$ cat src/design/ip6_multicast_prefix_table_macros.svh
// ----------------------------------------------------------------------------
// ip6_multicast_prefix_table_macros
// Assertion macros used by the multicast prefix table sequencer.
// ----------------------------------------------------------------------------
`ifndef IP6_MULTICAST_PREFIX_TABLE_MACROS_SVH
`define IP6_MULTICAST_PREFIX_TABLE_MACROS_SVH

`ifndef ASSERT_OFF
// Condition implies consequence in the same cycle.
`define ASSERT_IMPLY(lbl, clk, rstn, a, c, msg) \
    lbl: assert property (@(posedge clk) disable iff (!(rstn)) (a) |-> (c)) else $error(msg);
// Condition implies consequence in the next cycle.
`define ASSERT_NEXT(lbl, clk, rstn, a, c, msg) \
    lbl: assert property (@(posedge clk) disable iff (!(rstn)) (a) |=> (c)) else $error(msg);
`else
`define ASSERT_IMPLY(lbl, clk, rstn, a, c, msg)
`define ASSERT_NEXT(lbl, clk, rstn, a, c, msg)
`endif

`endif

$ cat src/design/ip6mpt_pkg.sv
// ----------------------------------------------------------------------------
// ip6mpt_pkg
// Types, codes and helpers of the IPv6 multicast prefix table.
// ----------------------------------------------------------------------------
package ip6mpt_pkg;

    localparam int DEF_SLOTS  = 1024;
    localparam int DEF_TABLES = 256;
    localparam int LEN_W      = 9;
    localparam int TBL_W      = 8;
    localparam int VALUE_W    = 32;
    localparam int ADDR128_W  = 128;

    localparam logic [LEN_W-1:0] FULL_LEN   = 9'd256;
    localparam logic [LEN_W-1:0] GROUP_BITS = 9'd128;

    typedef enum logic [2:0] {
        OP_INSERT  = 3'd0,
        OP_REMOVE  = 3'd1,
        OP_EXACT   = 3'd2,
        OP_LONGEST = 3'd3,
        OP_COVER   = 3'd4
    } op_t;

    typedef enum logic [1:0] {
        STAT_DONE      = 2'd0,
        STAT_NOT_FOUND = 2'd1,
        STAT_FULL      = 2'd2
    } status_t;

    typedef enum logic [2:0] {
        CTL_CLEAR,
        CTL_IDLE,
        CTL_SCAN,
        CTL_DRAIN,
        CTL_FINISH
    } state_t;

    typedef struct packed {
        logic                 valid;
        logic [TBL_W-1:0]     tbl;
        logic [LEN_W-1:0]     len;
        logic [ADDR128_W-1:0] grp;
        logic [ADDR128_W-1:0] src;
        logic [VALUE_W-1:0]   value;
    } entry_t;

    typedef struct packed {
        logic load;
        logic scan;
        logic clear;
        logic commit;
        logic out_load;
    } ctrl_cmd_t;

    typedef struct packed {
        logic cnt_last;
        logic out_busy;
    } dp_status_t;

    // Mask of the top min(len,128) bits of a group address.
    function automatic logic [ADDR128_W-1:0] mask_top(input logic [LEN_W-1:0] len);
        logic [LEN_W-1:0] g;
        g = (len > GROUP_BITS) ? GROUP_BITS : len;
        return ~({ADDR128_W{1'b1}} >> g);
    endfunction

endpackage

$ cat src/design/ip6mpt_ctrl.sv
// ----------------------------------------------------------------------------
// ip6mpt_ctrl
// Sequencer: clearing pass, slot scan, drain, commit and result hand-off.
// ----------------------------------------------------------------------------
`include "ip6_multicast_prefix_table_macros.svh"

module ip6mpt_ctrl (
    input  logic                   aclk,
    input  logic                   aresetn,
    input  logic                   s_valid,
    output logic                   s_ready,
    input  ip6mpt_pkg::dp_status_t status_i,
    output ip6mpt_pkg::ctrl_cmd_t  cmd_o
);
    import ip6mpt_pkg::*;

    state_t state_reg, state_next;

    always_ff @(posedge aclk) begin
        if (!aresetn) begin
            state_reg <= CTL_CLEAR;
        end else begin
            state_reg <= state_next;
        end
    end

    always_comb begin
        state_next = state_reg;
        unique case (state_reg)
            CTL_CLEAR: begin
                if (status_i.cnt_last) state_next = CTL_IDLE;
            end
            CTL_IDLE: begin
                if (s_valid) state_next = CTL_SCAN;
            end
            CTL_SCAN: begin
                if (status_i.cnt_last) state_next = CTL_DRAIN;
            end
            CTL_DRAIN: begin
                state_next = CTL_FINISH;
            end
            CTL_FINISH: begin
                if (!status_i.out_busy) state_next = CTL_IDLE;
            end
            default: begin
                state_next = CTL_CLEAR;
            end
        endcase
    end

    always_comb begin
        cmd_o   = '0;
        s_ready = 1'b0;
        unique case (state_reg)
            CTL_CLEAR: begin
                cmd_o.clear = 1'b1;
            end
            CTL_IDLE: begin
                s_ready    = 1'b1;
                cmd_o.load = s_valid;
            end
            CTL_SCAN: begin
                cmd_o.scan = 1'b1;
            end
            CTL_DRAIN: begin
            end
            CTL_FINISH: begin
                cmd_o.commit   = !status_i.out_busy;
                cmd_o.out_load = !status_i.out_busy;
            end
            default: begin
            end
        endcase
    end

    `ASSERT_IMPLY(a_commit_free, aclk, aresetn, cmd_o.commit, !status_i.out_busy, "commit while output busy")
    `ASSERT_NEXT(a_load_scan, aclk, aresetn, cmd_o.load, state_reg == CTL_SCAN, "load not followed by scan")
    `ASSERT_NEXT(a_scan_end, aclk, aresetn, cmd_o.scan && status_i.cnt_last, state_reg == CTL_DRAIN, "scan end missed")

endmodule

$ cat config.mk
export PLATFORM = sky130hd
export DESIGN_NAME = ip6mpt_ctrl
export DESIGN_NICKNAME = d
export VERILOG_FILES = /design/src/design/ip6mpt_pkg.sv /design/src/design/ip6mpt_ctrl.sv
export VERILOG_INCLUDE_DIRS = /design/src /design/src/design
export SDC_FILE = /design/constraint.sdc
export NUM_CORES = 1
export LEC_CHECK = 0
export ABC_AREA = 1
export BUFFER_PORTS_ARGS = -buffer_cell sky130_fd_sc_hd__clkbuf_2
export CORE_AREA = 4 4 41 43
export DETAILED_ROUTE_END_ITERATION = 10
export DIE_AREA = 0 0 45 47
export HOLD_SLACK_MARGIN = 0.12
export SKIP_CTS_REPAIR_TIMING = 1
export SYNTH_ARGS = -nofsm -noshare
export SYNTH_HDL_FRONTEND = slang
export SYNTH_SLANG_ARGS = --single-unit
$ cat constraint.sdc
create_clock -name aclk -period 1.1 [get_ports aclk]
set_clock_uncertainty 0.1 [all_clocks]
set_input_delay 0.275 -clock aclk [delete_from_list [all_inputs] [get_ports aclk]]
set_output_delay 0.275 -clock aclk [all_outputs]
set_load 0.05 [all_outputs]
==> results of run 1 <==
## report_power, final
group          internal (mW)  switching [mW]
Clock                  0.136          0.0557
Combinational          0.271           0.375
Sequential             0.142          0.0403
Total                  0.548           0.471
## final cells by class
cell class	instances	area, um^2
fill	148	835.8
multi-input combinational	23	163.9
timing repair buffer	17	152.6
sequential	3	66.31
inverter	8	37.54
clock buffer	4	26.28
tap	15	18.77
## worst min path at each step
| stage | endpoint | slack, ns | cells past startpoint |
|---|---|---|---|
| 4_1_cts | state_reg[0]$_SDFFE_PN0P_ | 0.18 | 3 |
| 6_report | state_reg[0]$_SDFFE_PN0P_ | 0.19 | 3 |
| 3_5_place_dp | state_reg[0]$_SDFFE_PN0P_ | 0.39 | 2 |
| 5_1_grt | state_reg[0]$_SDFFE_PN0P_ | 0.19 | 3 |
| 3_3_place_gp | state_reg[0]$_SDFFE_PN0P_ | 0.39 | 2 |
| 2_1_floorplan | state_reg[0]$_SDFFE_PN0P_ | 0.29 | 2 |
## metrics by stage
step	setup slack (ns)	instances	setup TNS, ns	cell area (um^2)	utilization [%]
floorplan	-0.5180	35	-1.682	251.5	-
global placement	-0.2532	66	-1.346	376.6	28.94
detailed placement	-0.2725	66	-1.405	376.6	28.94
CTS	-0.5282	70	-2.956	402.9	30.96
global route	-0.4246	70	-2.643	465.4	35.77
finish	-0.3659	70	-2.116	465.4	35.77
## worst max-delay path, delay by kind of cell (launching register included)
kind / cells / cell delay [ns]
simple gates: 3 / 0.38
buf+inv: 1 / 0.15
flops: 1 / 0.34
## per-layer routing
metal  vias to the layer above  routed length (um)  GRT usage (%)
met1                       111                 226          5.455
li1                        143                   -              -
met4                         0                   0          5.263
met5                         -                   0              0
met2                         4                 339          10.17
met3                         0                  32          2.682
## logic make-up (layout without fill, tap and decap cells)
family,count (synthesis),count (layout)
AOI/OAI and AO/OA,2,2
and+or+nand+nor,21,21
DFF,3,3
buffers and inverters,9,29
## synth_stat cells
| cell type | number | share of area [%] |
|---|---|---|
| sky130_fd_sc_hd__a21boi_1 | 1 | 3.6 |
| sky130_fd_sc_hd__a21oi_1 | 1 | 2.4 |
| sky130_fd_sc_hd__buf_4 | 1 | 3.6 |
| sky130_fd_sc_hd__dfxtp_1 | 3 | 28 |
| sky130_fd_sc_hd__inv_1 | 8 | 14 |
| sky130_fd_sc_hd__nand2_1 | 7 | 12 |
| sky130_fd_sc_hd__nand3_1 | 3 | 7.1 |
| sky130_fd_sc_hd__nand3_2 | 2 | 9.5 |
| sky130_fd_sc_hd__nor2_1 | 6 | 11 |
| sky130_fd_sc_hd__nor2_2 | 2 | 5.9 |
| sky130_fd_sc_hd__nor3_1 | 1 | 2.4 |
==> impl_metrics.sql, run 1 <==
INSERT INTO impl_metrics (metric_group, metric, value, unit) VALUES
('setup_path', 'timing.critical_path.slowest_stage_cell', 'sky130_fd_sc_hd__dfxtp_2', ''),
('global_route', 'number_of_global_route_vias_before_repair', '238', ''),
('global_route', 'first_pass_grt_wire_length', '883', 'um'),
('clock_tree', 'clock-root-buffer', 'sky130_fd_sc_hd__clkbuf_4', ''),
('setup_path', 'crit_end', 'cmd_o[4]', ''),
('clock_tree', 'clkSinkCount', '3', ''),
('finish', 'top_library_cells_by_usage_in_the_layout_fill_and_taps_aside', '7 x sky130_fd_sc_hd__buf_4, 5 x sky130_fd_sc_hd__nand2_1, 5 x sky130_fd_sc_hd__inv_1, 4 x sky130_fd_sc_hd__clkbuf_2, 4 x sky130_fd_sc_hd__buf_6', ''),
('finish', 'final_layout_size_suffix_gt1_share', '69.09', '%'),
('placed_design', 'finalWeightedCongestion', '0.6628', ''),
('power', 'ir_drop', '750.4', 'uV'),
('yosys', 'synth-seq-cells', '3', ''),
('yosys', 'synth_compound_gate_area_share', '5.917', '%'),
('drt', 'via_count', '258', ''),
('floorplanning', 'rows', '13', ''),
('setup_path', 'timing.critical_path.slowest_cell_delay', '0.34', 'ns'),
('setup_path', 'r2r_setup_slack', '-0.05', 'ns'),
('setup_path', 'regToRegEndpoint', 'state_reg[1]$_SDFFE_PN0P_', ''),
('setup_path', 'timing.critical_path.from_type', 'flip-flop', ''),
('yosys', 'synth_cell_type_count', '11', ''),
('sta', 'timing_worst_slew_pin_value', '0.1914', 'ns'),
('setup_path', 'critical_path_required', '0.72', 'ns'),
('sta', 'grt_setup_unrepaired', 'yes', ''),
('yosys', 'avgSynthCellArea', '6.042', 'um^2'),
('yosys', 'synth_top_family_by_area', 'simple AND/OR/NAND/NOR gates', ''),
('sta', 'final_max_slew_viol_count', '0', ''),
('clock_tree', 'clock_insertion_delay_worst_skew', '0.23', 'ns'),
('drt', 'number_of_vias_per_cell_after_detailed_routing', '3.686', ''),
('sta', 'setup_slack', '-0.3659', 'ns'),
('finish', 'mostFrequentLayoutCell', 'sky130_fd_sc_hd__buf_4', ''),
('setup_path', 'critical_path.cell_chain', 'nor2_2 > nand2_2 > nor2_4 > buf_8', ''),
('clock_tree', 'clk_path_buf_depth', '2', ''),
('clock_tree', 'cts_buffers', '3', ''),
('floorplanning', 'dieArea', '0.002115', 'mm^2'),
('sta', 'hold_slack', '0.1933', 'ns'),
('floorplanning', 'io_pins', '11', ''),
('yosys', 'post_synth_and_or_nand_nor_area_fraction', '47.93', '%'),
('setup_path', 'r2r_startpoint', 'state_reg[1]$_SDFFE_PN0P_', ''),
('drt', 'route.detailed.drc', '0', ''),
('setup_path', 'worst_setup_path_end_kind', 'output pin', ''),
('yosys', 'synthMuxAreaShare', '0', '%'),
('finish', 'fin_nets', '61', ''),
('yosys', 'synth_seq_area_share', '28.40', '%'),
('sta', 'report.final.setup_viol', '7', ''),
('setup_path', 'worst-setup-path-type', 'flip-flop to output pin', ''),
('run_status', 'failed_checks', 'setup timing', ''),
('clock_tree', 'number_of_h_tree_levels', '1', ''),
('clock_tree', 'clkTransAtPathRegs', '0.04', 'ns'),
('setup_path', 'worstPathArrival', '1.09', 'ns'),
('placed_design', 'place.port_buffers', '10', ''),
('clock_tree', 'tritoncts', 'done', ''),
('finish', 'area.growth.synth_to_final', '120.1', '%'),
('yosys', 'synth_nets', '40', ''),
('drt', 'drtPass1Iterations', '2', ''),
('setup_path', 'worst-path-max-fanout', '4', ''),
('hold_path', 'hp-start', 'aresetn', ''),
('drt', 'antenna_left', '0', ''),
('run_status', 'status', 'finished with violations', ''),
('global_route', 'grt_start_max_net_pins', '7', ''),
('yosys', 'adder_cell_fraction_of_synth_area', '0', '%'),
('drt', 'routed_wirelength', '598', 'um'),
('sta', 'finalWorstPathRequiredPeriod', '1.466', 'ns'),
('floorplanning', 'die_w', '45', 'um'),
('yosys', 'netlist_instances', '35', ''),
('sta', 'maxSlewHeadroom', '87.19', '%'),
('floorplanning', 'starting_density', '16.25', '%'),
('floorplanning', 'fp.dieH', '47', 'um'),
('finish', 'largest_reg_flops', '3', ''),
('global_route', 'globalRouteOverflowTotal', '0', ''),
('sta', 'min_period_over_period', '133.3', '%'),
('drt', 'dr.first_iter.drc_count', '1', ''),
('power', 'cellLeakagePower', '0.2148', 'nW');
Note: power is estimated with default switching activity, not from simulation.
==> inputs of run 2 (changes only) <==
--- a/config.mk
+++ b/config.mk
@@ -6,7 +6,6 @@
 export SDC_FILE = /design/constraint.sdc
 export NUM_CORES = 1
 export LEC_CHECK = 0
-export ABC_AREA = 1
 export BUFFER_PORTS_ARGS = -buffer_cell sky130_fd_sc_hd__clkbuf_2
 export CORE_AREA = 4 4 41 43
 export DETAILED_ROUTE_END_ITERATION = 10
==> run 2 against run 1 <==
Effect of this change: the run still ends with setup timing left; register-to-register slack improved by 0.04 ns; highest routed layer is now met4; critical endpoint is now cmd_o[1]; via count decreased by 12%; worst hold slack got worse by 0.016 ns; area after synthesis decreased by 2.4%; critical path depth decreased by 1.
==> impl_metrics.sql, run 2 <==
INSERT INTO impl_metrics (metric_group, metric, value, unit) VALUES
('yosys', 'netlist_instances', '21', ''),
('clock_tree', 'clkTransAtPathRegs', '0.04', 'ns'),
('power', 'swShare', '30.71', '%'),
('clock_tree', 'clock_insertion_delay_worst_skew', '0.23', 'ns'),
('finish', 'largest_reg_flops', '3', ''),
('placed_design', 'detailed_place.area', '371.6', 'um^2'),
('setup_path', 'worstPathArrival', '1.16', 'ns'),
('sta', 'maxSlewHeadroom', '82.68', '%'),
('yosys', 'cell_type_with_the_highest_aggregate_area_in_the_netlist', 'sky130_fd_sc_hd__dfxtp_1', ''),
('finish', 'final_layout_size_suffix_gt1_share', '73.17', '%'),
('sta', 'timing_worst_slew_pin_value', '0.2562', 'ns'),
('global_route', 'gr-usage-all-layers', '6.946', '%'),
('clock_tree', 'number_of_h_tree_levels', '1', ''),
('clock_tree', 'clock-root-buffer', 'sky130_fd_sc_hd__clkbuf_4', ''),
('floorplanning', 'core-area', '0.001301', 'mm^2'),
('finish', 'top_library_cells_by_usage_in_the_layout_fill_and_taps_aside', '9 x sky130_fd_sc_hd__buf_4, 4 x sky130_fd_sc_hd__clkbuf_4, 4 x sky130_fd_sc_hd__clkbuf_2', ''),
('power', 'power.net_switching', '0.1440', 'mW'),
('drt', 'routed_wirelength', '542', 'um'),
('setup_path', 'worst-path-max-fanout', '7', ''),
('yosys', 'synth_ff_type', 'sky130_fd_sc_hd__dfxtp_1', ''),
('yosys', 'share_of_the_synthesized_area_in_the_top_cell_type', '29.09', '%'),
('drt', 'dr.first_iter.drc_count', '2', ''),
('yosys', 'count_of_synthesis_stage_warnings_from_yosys', '0', ''),
('sta', 'grt_setup_unrepaired', 'yes', ''),
('run_status', 'status', 'finished with violations', ''),
('power', 'cellInternalPower', '0.3249', 'mW'),
('sta', 'setup_total_negative_slack', '-2.286', 'ns'),
('placed_design', 'finalWeightedCongestion', '0.6530', ''),
('yosys', 'syn-cell-area', '206.4', 'um^2'),
('floorplanning', 'dieArea', '0.002115', 'mm^2'),
('setup_path', 'worst-setup-path-type', 'flip-flop to output pin', ''),
('sta', 'final_max_slew_viol_count', '0', ''),
('sta', 'report.final.setup_viol', '7', ''),
('floorplanning', 'die_w', '45', 'um'),
('clock_tree', 'clkSinkCount', '3', ''),
('placed_design', 'place_ws', '-0.2731', 'ns'),
('clock_tree', 'cts_buffers', '3', ''),
('clock_tree', 'tritoncts', 'done', ''),
('drt', 'number_of_vias_per_cell_after_detailed_routing', '4.036', ''),
('drt', 'route.detailed.drc', '0', ''),
('placed_design', 'hpwl', '443', 'um'),
('yosys', 'share_of_flip_flops_with_an_asynchronous_set_or_reset', '0', '%'),
('yosys', 'synth-seq-cells', '3', ''),
('power', 'power_frac_comb', '32.1', '%'),
('drt', 'per_cell_routed_wire_length', '9.679', 'um'),
('power', 'clock_power_share', '41.3', '%'),
('sta', 'setup_slack', '-0.4340', 'ns'),
('power', 'ratio_of_total_power_to_cell_area', '1059', 'mW/mm^2'),
('finish', 'final_design_area_no_fill', '442.9', 'um^2'),
('sta', 'fmax', '0.6519', 'GHz'),
('yosys', 'post_synth_most_frequent_cells', '3 x sky130_fd_sc_hd__dfxtp_1, 3 x sky130_fd_sc_hd__nor3b_1, 2 x sky130_fd_sc_hd__buf_4, 2 x sky130_fd_sc_hd__nand2b_1, 2 x sky130_fd_sc_hd__nand3b_1', ''),
('yosys', 'synth_edf_count', '0', ''),
('setup_path', 'critical_path_required', '0.72', 'ns'),
('yosys', 'synth_seq_area_share', '29.09', '%'),
('finish', 'area.growth.synth_to_final', '114.5', '%'),
('global_route', 'grt_start_max_net_pins', '8', ''),
('floorplanning', 'io_pins', '11', ''),
('sta', 'final-hold-violation-count', '0', ''),
('finish', 'num_antenna_cells', '0', ''),
('yosys', 'synth_cell_type_count', '14', ''),
('floorplanning', 'fp.dieH', '47', 'um'),
('drt', 'via_count', '226', ''),
('yosys', 'avgSynthCellArea', '9.831', 'um^2'),
('power', 'share_seq_of_total_power', '26.6', '%'),
('sta', 'finalWorstPathRequiredPeriod', '1.534', 'ns'),
('global_route', 'first_pass_grt_wire_length', '938', 'um'),
('hold_path', 'worstHoldPathType', 'primary input to flip-flop', ''),
('finish', 'mostFrequentLayoutCell', 'sky130_fd_sc_hd__buf_4', ''),
('drt', 'antenna_left', '0', ''),
('clock_tree', 'clk_path_buf_depth', '2', ''),
('sta', 'min_period_over_period', '139.5', '%'),
('power', 'ir_drop', '456.5', 'uV'),
('yosys', 'synthTopCellsByArea', 'sky130_fd_sc_hd__dfxtp_1 29%, sky130_fd_sc_hd__nor4b_4 12%, sky130_fd_sc_hd__nor3b_1 11%, sky130_fd_sc_hd__buf_4 7.3%, sky130_fd_sc_hd__nand3b_1 7.3%', ''),
('global_route', 'number_of_global_route_vias_before_repair', '235', ''),
('floorplanning', 'rows', '13', ''),
('placed_design', 'place.port_buffers', '10', ''),
('drt', 'drtPass1Iterations', '2', ''),
('global_route', 'antenna_found_initial', '0', ''),
('run_status', 'failed_checks', 'setup timing', ''),
('global_route', 'globalRouteOverflowTotal', '0', ''),
('yosys', 'synth_nets', '26', ''),
('setup_path', 'timing.critical_path.from_type', 'flip-flop', ''),
('setup_path', 'worst_setup_path_end_kind', 'output pin', ''),
('power', 'cellLeakagePower', '0.1844', 'nW'),
('job', 'maxCapViolations', '0', ''),
('floorplanning', 'starting_density', '15.87', '%'),
('finish', 'fin_nets', '47', '');
run 2: changes by cell type after synthesis, sizes merged:
cell | previous run | this run
nand3 | 5 | 0
inv | 8 | 0
nand2b | 0 | 2
nand2 | 7 | 0
nor4b | 0 | 2
buf | 1 | 2
o31a | 0 | 1
nand3b | 0 | 2
nor2 | 8 | 0
nand4bb | 0 | 1
clkbuf | 0 | 1
and2 | 0 | 1
nor3b | 0 | 3
run 2: worst paths after layout:
kind                             startpoint                   endpoint  slack, ns  depth (start not counted)
setup reg to reg  state_reg[2]$_SDFFE_PN0P_  state_reg[0]$_SDFFE_PN0P_      -0.01                          3
hold reg to reg   state_reg[1]$_SDFFE_PN0P_  state_reg[1]$_SDFFE_PN0P_       0.50                          2
hold / removal                      aresetn  state_reg[0]$_SDFFE_PN0P_       0.18                          2
setup / recovery  state_reg[1]$_SDFFE_PN0P_                   cmd_o[1]      -0.43                          3
run 2: layer usage:
metal  GRT usage, %  vias up  routed length, um
li1               -      118                  -
met1          6.349       98                192
met2          11.02        8                299
met3          2.299        2                 24
met4          8.772        0                 25
met5              0        -                  0
run 2: layout make-up:
class,count,area [um^2]
Clock buffer,4,26.28
Fill cell,137,858.3
Multi-Input combinational cell,15,156.4
Sequential cell,3,68.82
Tap cell,15,18.77
Timing Repair Buffer,19,172.7
run 2: power by group through the flow:
stage / clock, mW / sequential (mW) / combinational, mW
after global placement: 0 / 0.129 / 0.127
after floorplan: 0 / 0.124 / 0.0889
final: 0.194 / 0.125 / 0.151
after CTS: 0.205 / 0.127 / 0.128
after detailed placement: 0 / 0.129 / 0.128
after global routing: 0.222 / 0.126 / 0.159
run 2: critical path, cell delays in order, from the launching register on:
cell and delay, ns:
sky130_fd_sc_hd__dfxtp_4 0.37, sky130_fd_sc_hd__nor4b_4 0.26, sky130_fd_sc_hd__buf_4 0.17, sky130_fd_sc_hd__buf_12 0.13
run 2: per-stage QoR:
step           power, mW  cells  utilization, %  hold slack (ns)
4_1_cts           0.4606     55           30.58           0.1693
3_3_place_gp      0.2558     51           28.56           0.4187
2_1_floorplan     0.2132     21               -           0.2955
3_5_place_dp      0.2569     51           28.56           0.4213
5_1_grt           0.5072     56           34.04           0.1681
6_report          0.4689     56           34.04           0.1772
run 2: kinds of logic after synthesis:
group                  after synthesis  synth area share (%)
flip-flops                           3                 29.09
AO/OA/AOI/OAI                        3                 10.30
buffers and inverters                3                 9.693
AND/OR/NAND/NOR                     12                 50.90
==> inputs of run 3 (changes only) <==
==> constraint.sdc (replaced) <==
create_clock -name aclk -period 1.1 [get_ports aclk]
set_clock_uncertainty 0.1 [all_clocks]
set_input_delay 0.22 -clock aclk [delete_from_list [all_inputs] [get_ports aclk]]
set_output_delay 0.22 -clock aclk [all_outputs]
set_load 0.05 [all_outputs]
==> run 3 against run 2 <==
Effect of this change: the flow still finishes with violations (setup timing); clock power fell by 3%; routed wire length fell by 3.1%; sequential share of layout area down 0.31 points; via count is 4.9% lower; first-iteration DRC count is 100% lower; setup slack better by 0.076 ns; critical path depth shrank 1; clock-buffer cell count did not move; flip-flop and latch count unchanged; largest cell class is now multi-input gates; highest routed layer is now met3.
==> impl_metrics.sql, run 3 (synthesis results as in run 2) <==
INSERT INTO impl_metrics (metric_group, metric, value, unit) VALUES
('drt', 'drtPass1Iterations', '1', ''),
('setup_path', 'worst-path-max-fanout', '5', ''),
('drt', 'route.detailed.drc', '0', ''),
('global_route', 'gr-usage-all-layers', '6.698', '%'),
('drt', 'antenna_left', '0', ''),
('global_route', 'number_of_global_route_vias_before_repair', '232', ''),
('power', 'ratio_of_total_power_to_cell_area', '1087', 'mW/mm^2'),
('power', 'ir_drop', '723.9', 'uV'),
('setup_path', 'worstPathBufferInverterCount', '1', ''),
('run_status', 'status', 'finished with violations', ''),
('setup_path', 'critical_path_required', '0.78', 'ns'),
('setup_path', 'critical_path.cell_chain', 'nor4b_4 > buf_6', ''),
('hold_path', 'worstHoldPathType', 'primary input to flip-flop', ''),
('sta', 'report.final.setup_viol', '7', ''),
('sta', 'grt_setup_unrepaired', 'yes', ''),
('finish', 'instances_no_fill', '54', ''),
('setup_path', 'worst_setup_path_end_kind', 'output pin', ''),
('clock_tree', 'clkSinkCount', '3', ''),
('power', 'cellLeakagePower', '0.1792', 'nW'),
('floorplanning', 'starting_density', '15.87', '%'),
('floorplanning', 'fp.dieH', '47', 'um'),
('sta', 'finalWorstPathRequiredPeriod', '1.457', 'ns'),
('clock_tree', 'tritoncts', 'done', ''),
('clock_tree', 'clock_insertion_delay_worst_skew', '0.23', 'ns'),
('placed_design', 'finalWeightedCongestion', '0.6565', ''),
('placed_design', 'place_ws', '-0.2092', 'ns'),
('finish', 'area.growth.synth_to_final', '110.9', '%'),
('finish', 'final_design_area_no_fill', '435.4', 'um^2'),
('setup_path', 'worst-setup-path-type', 'flip-flop to output pin', ''),
('floorplanning', 'die_w', '45', 'um'),
('run_status', 'failed_checks', 'setup timing', ''),
('clock_tree', 'clk_path_buf_depth', '2', ''),
('drt', 'via_count', '215', ''),
('finish', 'largest_reg_flops', '3', ''),
('floorplanning', 'core-area', '0.001301', 'mm^2'),
('sta', 'maxSlewHeadroom', '79.52', '%'),
('floorplanning', 'dieArea', '0.002115', 'mm^2'),
('drt', 'number_of_vias_per_cell_after_detailed_routing', '3.981', ''),
('global_route', 'grt_start_max_net_pins', '7', ''),
('global_route', 'first_pass_grt_wire_length', '986', 'um'),
('placed_design', 'detailed_place.area', '364.1', 'um^2'),
('floorplanning', 'rows', '13', ''),
('sta', 'min_period_over_period', '132.5', '%'),
('drt', 'dr.first_iter.drc_count', '0', ''),
('finish', 'mostFrequentLayoutCell', 'sky130_fd_sc_hd__buf_4', ''),
('sta', 'setup_slack', '-0.3575', 'ns'),
('setup_path', 'timing.critical_path.from_type', 'flip-flop', ''),
('drt', 'routed_wirelength', '525', 'um'),
('global_route', 'antenna_found_initial', '0', ''),
('global_route', 'globalRouteOverflowTotal', '0', ''),
('clock_tree', 'cts_buffers', '3', ''),
('sta', 'final_max_slew_viol_count', '0', ''),
('finish', 'final_layout_size_suffix_gt1_share', '74.36', '%'),
('setup_path', 'r2r_setup_slack', '0', 'ns'),
('finish', 'num_antenna_cells', '0', ''),
('finish', 'fin_nets', '45', ''),
('placed_design', 'numPlacedInstances', '50', ''),
('sta', 'timing_worst_slew_pin_value', '0.3060', 'ns'),
('setup_path', 'largest_delay_share_family_worst_path', 'flip-flops', ''),
('clock_tree', 'number_of_h_tree_levels', '1', ''),
('finish', 'top_library_cells_by_usage_in_the_layout_fill_and_taps_aside', '7 x sky130_fd_sc_hd__buf_4, 4 x sky130_fd_sc_hd__clkbuf_2, 3 x sky130_fd_sc_hd__clkbuf_4, 3 x sky130_fd_sc_hd__buf_6', ''),
('sta', 'fmax', '0.6861', 'GHz'),
('placed_design', 'hpwl', '446.8', 'um'),
('setup_path', 'worstPathArrival', '1.14', 'ns'),
('setup_path', 'timing.critical_path.slowest_cell_delay', '0.35', 'ns'),
('job', 'maxCapViolations', '0', ''),
('setup_path', 'timing.critical_path.slowest_stage_cell', 'sky130_fd_sc_hd__dfxtp_2', ''),
('placed_design', 'place.port_buffers', '10', ''),
('clock_tree', 'clock-root-buffer', 'sky130_fd_sc_hd__clkbuf_4', ''),
('floorplanning', 'io_pins', '11', ''),
('clock_tree', 'clkTransAtPathRegs', '0.03', 'ns'),
('drt', 'per_cell_routed_wire_length', '9.722', 'um'),
('sta', 'final-hold-violation-count', '0', '');
[run 3: cell count changes in the layout (fill, tap and decap cells not counted)]
cell	delta
sky130_fd_sc_hd__nor4b_2	+1
sky130_fd_sc_hd__clkbuf_4	-1
sky130_fd_sc_hd__nor4b_1	-1
sky130_fd_sc_hd__buf_6	+1
sky130_fd_sc_hd__dfxtp_4	-1
sky130_fd_sc_hd__a21boi_1	+1
sky130_fd_sc_hd__buf_4	-2
sky130_fd_sc_hd__a21boi_0	-1
sky130_fd_sc_hd__dfxtp_2	+1
[run 3: path summary, 6_finish.rpt]
kind              cells after the start                        end                 startpoint
setup / recovery                      2                   cmd_o[0]  state_reg[1]$_SDFFE_PN0P_
hold / removal                        2  state_reg[0]$_SDFFE_PN0P_                    aresetn
setup reg to reg                      3  state_reg[0]$_SDFFE_PN0P_  state_reg[0]$_SDFFE_PN0P_
hold reg to reg                       3  state_reg[2]$_SDFFE_PN0P_  state_reg[0]$_SDFFE_PN0P_
[run 3: final cells by class]
cell class / instances / area (um^2)
fillers: 139 / 865.8
multi-input cells: 15 / 162.7
repair buffers: 17 / 161.4
flip-flops and latches: 3 / 66.31
clock buffers: 4 / 26.28
well taps: 15 / 18.77
[run 3: metrics by stage]
stage | util [%] | TNS (ns) | power (mW) | hold slack, ns
floorplan | - | -2.634 | 0.2132 | 0.2405
global placement | 27.98 | -0.9805 | 0.2726 | 0.3840
detailed placement | 27.98 | -1.006 | 0.2731 | 0.3865
CTS | 30.00 | -2.507 | 0.4675 | 0.1462
global route | 33.46 | -2.272 | 0.5091 | 0.1547
finish | 33.46 | -1.867 | 0.4731 | 0.1470
[run 3: routing by layer]
layer	wire, um	vias to the layer above	GRT usage, %	part of all wire, %
li1	-	114	-	-
met1	193	95	6.998	37
met2	296	6	10.73	56
met3	35	0	2.682	6.7
met4	0	0	5.263	0
met5	0	-	0	0
[run 3: power by group]
group          switching, mW  leakage [nW]  internal [mW]
sequential           0.00946        0.0261          0.116
clock                 0.0526        0.0150          0.136
combinational         0.0783         0.138         0.0816
total                  0.140         0.179          0.333
